## config.mk

```make
export PLATFORM = sky130hd
export DESIGN_NAME = mfb_front
export DESIGN_NICKNAME = d
export VERILOG_FILES = /design/src/mfb_pkg.sv /design/src/mfb_front.sv
export SDC_FILE = /design/constraint.sdc
export NUM_CORES = 1
export LEC_CHECK = 0
export BUFFER_PORTS_ARGS = -buffer_cell sky130_fd_sc_hd__buf_4
export CORE_MARGIN = 1
export CORE_UTILIZATION = 40
export DETAILED_ROUTE_END_ITERATION = 12
export GPL_ROUTABILITY_DRIVEN = 0
export HOLD_SLACK_MARGIN = 0.02
export SYNTH_ARGS = -nofsm -noshare
export SYNTH_HDL_FRONTEND = slang
export SYNTH_SLANG_ARGS = --single-unit
```

## constraint.sdc

```tcl
create_clock -name clk -period 6.7 [get_ports clk]
set_clock_uncertainty 0.1 [all_clocks]
set_input_delay 1.34 -clock clk [delete_from_list [all_inputs] [get_ports clk]]
set_output_delay 1.34 -clock clk [all_outputs]
set_load 0.02 [all_outputs]
```

## src/mfb_pkg.sv

```systemverilog
// Shared types and constants for the monochrome framebuffer raster unit.
`default_nettype none
package mfb_pkg;
    localparam int COLUMNS_DEF = 128;
    localparam int ROWS_DEF = 64;

    typedef enum logic [2:0] {
        KIND_DOT    = 3'd0,
        KIND_TOGGLE = 3'd1,
        KIND_LINE   = 3'd2,
        KIND_CIRCLE = 3'd3,
        KIND_READ   = 3'd4,
        KIND_CLEAR  = 3'd5,
        KIND_RSV0   = 3'd6,
        KIND_RSV1   = 3'd7
    } kind_t;

    typedef enum logic [1:0] {
        MODE_CLR = 2'd0,
        MODE_SET = 2'd1,
        MODE_XOR = 2'd2
    } mode_t;

    // Classified command handed from the front end to the draw engine.
    typedef struct packed {
        logic [2:0] kind;
        logic       bad;
        logic [7:0] sx;
        logic [7:0] sy;
        logic [7:0] ex;
        logic [7:0] ey;
        logic [7:0] r;
        logic       on;
    } cmd_t;
endpackage
`default_nettype wire

```

## src/mfb_front.sv

```systemverilog
// Command front end: accepts input words and queues them for the draw engine.
`default_nettype none
module mfb_front (
    input  wire              clk,
    input  wire              rst_n,
    input  wire              in_valid,
    output logic             in_stall,
    input  wire [2:0]        kind,
    input  wire [7:0]        start_x,
    input  wire [7:0]        start_y,
    input  wire [7:0]        end_x,
    input  wire [7:0]        end_y,
    input  wire [7:0]        radius,
    input  wire              pixel_on,
    output logic             q_valid,
    input  wire              q_take,
    output mfb_pkg::cmd_t    q_cmd
);
    import mfb_pkg::*;

    cmd_t       slot_reg [2];
    logic       wr_reg, rd_reg;
    logic [1:0] cnt_reg;
    logic       push;
    cmd_t       c;

    assign in_stall = (cnt_reg == 2'd2);
    assign push     = in_valid && !in_stall;
    assign q_valid  = (cnt_reg != 2'd0);
    assign q_cmd    = slot_reg[rd_reg];

    always_comb
    begin
        c.kind = kind;
        c.bad  = (kind == KIND_RSV0) || (kind == KIND_RSV1);
        c.sx   = start_x;
        c.sy   = start_y;
        c.ex   = end_x;
        c.ey   = end_y;
        c.r    = radius;
        c.on   = pixel_on;
    end

    always_ff @(posedge clk)
    begin
        if (push)
        begin
            slot_reg[wr_reg] <= c;
        end
    end

    always_ff @(posedge clk or negedge rst_n)
    begin
        if (!rst_n)
        begin
            wr_reg  <= 1'b0;
            rd_reg  <= 1'b0;
            cnt_reg <= 2'd0;
        end
        else
        begin
            if (push)
            begin
                wr_reg <= !wr_reg;
            end
            if (q_take)
            begin
                rd_reg <= !rd_reg;
            end
            cnt_reg <= cnt_reg + {1'b0, push} - {1'b0, q_take};
        end
    end
endmodule
`default_nettype wire

```

==> results by group <==
Status
  • Status: completed

Place
  • Dpl cells: 357
  • Pre-CTS setup slack: 3.665 ns
  • PortBufs: 94

Clocking
  • TritonCTS Buffers: 9
  • Cts repair resizes: 0
  • CTS tree: built
  • Clk buf depth: 2
  • Clock sinks: between 90 and 100
  • CTS clock-pin slew for the worst setup and hold paths: about 0.080 ns
  • Root buffer cell: clkbuf_8
  • Worst-skew pair later-pin latency: between 0.3 and 0.4 ns
  • Post-CTS Setup Inserts: 0
  • H-tree depth: 3
  • Cts hold-fix bufs: 0

Flow run
  • Max Cap Violations: 0

Power
  • Switching Share: 0.3196
  • Internal Power: around 0.0014 W
  • Psw: about 0.00064 W
  • Clk pwr share: 0.179
  • Worst ir drop on vdd: around 260 uV
  • Leak: around 1.8 nW
  • Part of the power in registers: 0.417
  • Comb power frac: 0.404
  • Power per cell area: roughly 440 nW/um^2

Synth
  • Synth cell types: 16
  • Avg Inst Size Synth: 23.08 um^2
  • Yosys warns: 0
  • Syn Nets: roughly 210
  • Mapped Area: roughly 3600 um^2
  • Gate Count Post-Synth: 158
  • Register bit total from synthesis: 94
  • Seq/Total Area, Yosys: 0.7684

Global route
  • Largest net degree at the start of global routing: between 40 and 50
  • Vias in the first global route: 1792
  • First-pass GRT wire length: just under 9 mm
  • GRT Resource Usage Total: 0.1259
  • GRT overflow: 0
  • Initial antenna violation count: 0

Timing
  • Final Max Slew Viols: 0
  • FMAX: approximately 0.30 GHz
  • Final Setup Violations: 0
  • Worst Tran Pin Value: roughly 1.1 ns
  • Setup WS post-layout: 3.322 ns
  • RSZ-0062 raised after global routing: no
  • Period Utilization, post-route: 0.5042
  • Relative slew slack: 0.2445
  • Min cycle time layout: 3.378 ns
  • Worst hold slack: about 0.41 ns
  • Final Hold Violating Endpoints: 0
  • Sum Neg Setup Slack: 0 ns

Detailed routing
  • DR pass1 iterations: 4
  • Drt wl/cell: 15.78 um
  • First DRT Iteration DRCs: 61
  • Routed vias: between 1500 and 2000
  • Post-Route WL: between 5 and 6 mm
  • Via-to-Cell Ratio: between 4 and 5
  • DRC violations left: 0
  • Antenna Nets Post-Route: 0

Hold path
  • Hold Path Class: register to register

Final layout
  • # fillers: 740
  • Share of cells above drive strength 1: 0.6023
  • Multi-input gate area: 754.5 um^2
  • Cell Count, Final, Fillers Out: between 300 and 400
  • Reg area: ~2800 um^2
  • Layout overhead on the synthesized area: 26.42%
  • Inserted Diodes: 0
  • Max reg flops: 90
  • # nets final: 310

Setup path
  • Max stage delay on crit path: 0.63 ns
  • WS Path Type: register to primary output
  • CP max-delay cell: buf_4
  • WP data arrival: around 1.9 ns
  • Crit-path max FO: 46
  • Worst endpoint required time: about 5.3 ns
  • Most common cell on crit path: buf_4
  • Crit start category: register
  • Top Family by Delay on Critical Path: buffers and inverters
  • Crit end category: primary output
  • CP Buf/Inv Count: 2
  • Crit path cell chain: buf_4 -> mux2_2 -> buf_4

Floorplan
  • Die Height: around 97 um
  • Io pins: between 90 and 100
  • Die area: 9504 um^2
  • Initial Utilization: 0.4162
  • FP Rows: 34
  • Die width: ~100 um
  • Core ar.: slightly below 9000 um^2
[cells in the mapped netlist]
| cell type | n | area [um^2] |
|---|---|---|
| nand2b_1 | 1 | 6.260 |
| inv_1 | 2 | 7.510 |
| mux2_2 | 6 | 67.56 |
| edfxtp_1 | 90 | 2703 |
| buf_6 | 1 | 11.26 |
| buf_12 | 4 | 80.08 |
| mux2_4 | 39 | 585.6 |
| dfrtp_1 | 4 | 100.1 |
| xor2_1 | 1 | 8.760 |
| xnor2_1 | 3 | 26.28 |
| nor2_1 | 1 | 3.750 |
| and2_1 | 1 | 6.260 |
| nand2_1 | 1 | 3.750 |
| or2_2 | 1 | 6.260 |
| and3_1 | 1 | 6.260 |
| ha_1 | 2 | 25.02 |
[cells by family after synthesis]
kind of cell,Yosys count,share of synthesized area
DFF,94,0.7684
muxes,45,0.1791
buffers and inverters,7,0.02710
and+or+nand+nor,6,0.008922
xor gates and xnor gates,4,0.009607
adders and majority gates,2,0.006860
[metal layers]
metal  GRT usage  part of all wire
met1      0.1545              0.43
met2      0.1990              0.48
met3     0.05396             0.071
met4     0.04412             0.010
met5           0                 0
[cell usage in the layout, fill, tap and decap left out]
cell,netlist,layout
and2_1,1,1
and3_2,0,1
buf_4,0,96
bufinv_16,0,1
clkbuf_1,0,1
clkbuf_8,0,9
clkinv_4,0,1
clkinvlp_4,0,3
dfrtp_1,4,3
dfrtp_2,0,1
edfxtp_1,90,90
ha_1,2,2
inv_1,2,2
mux2_2,6,6
mux2_4,39,39
nand2_1,1,1
nand2b_1,1,1
nor2_4,0,1
or2_2,1,1
xnor2_1,3,3
xor2_1,1,1
[worst paths after layout]
path	slack, ns	startpoint	to	cells past startpoint
worst max-delay path	3.32	rd_reg	q_cmd[2]	3
worst min-delay path	0.41	cnt_reg[1]	cnt_reg[1]	1
worst max register to register	4.72	cnt_reg[1]	slot_reg[1][28]	2
worst min register to register	0.41	cnt_reg[1]	cnt_reg[1]	1
max in group asynchronous	5.71	rst_n	rd_reg	1
min in group asynchronous	0.68	rst_n	cnt_reg[0]	1
[per-stage QoR]
stage	util	total power [W]	area (um^2)
finish	0.5261	0.002016	4611
global route	0.5261	0.002107	4611
CTS	0.5261	0.002041	4611
detailed placement	0.5046	0.001684	4422
global placement	0.5046	0.001679	4422
floorplan	-	0.001441	3647
[power groups by stage]
stage	clock (W)	sequential, W	combinational [W]
6_report	0.000361	0.000841	0.000813
5_1_grt	0.000389	0.000855	0.000863
4_1_cts	0.000369	0.000843	0.000829
3_5_place_dp	0	0.000856	0.000829
3_3_place_gp	0	0.000851	0.000828
2_1_floorplan	0	0.000849	0.000592
[worst register-to-register path, cell delays in order (launching register included)]
cell and delay (ns):
dfrtp_1 0.41, nand2b_1 0.11, and3_2 0.95
[layout make-up]
class                      instances  share of cell area
clock inverter                     5             0.01330
clock buffer                      10             0.02768
tap                              108             0.02931
inverter                           2            0.001628
timing repair buffer              96              0.1563
sequential                        94              0.6081
multi-input combinational         57              0.1636
Note: power is estimated with default switching activity, not from simulation.
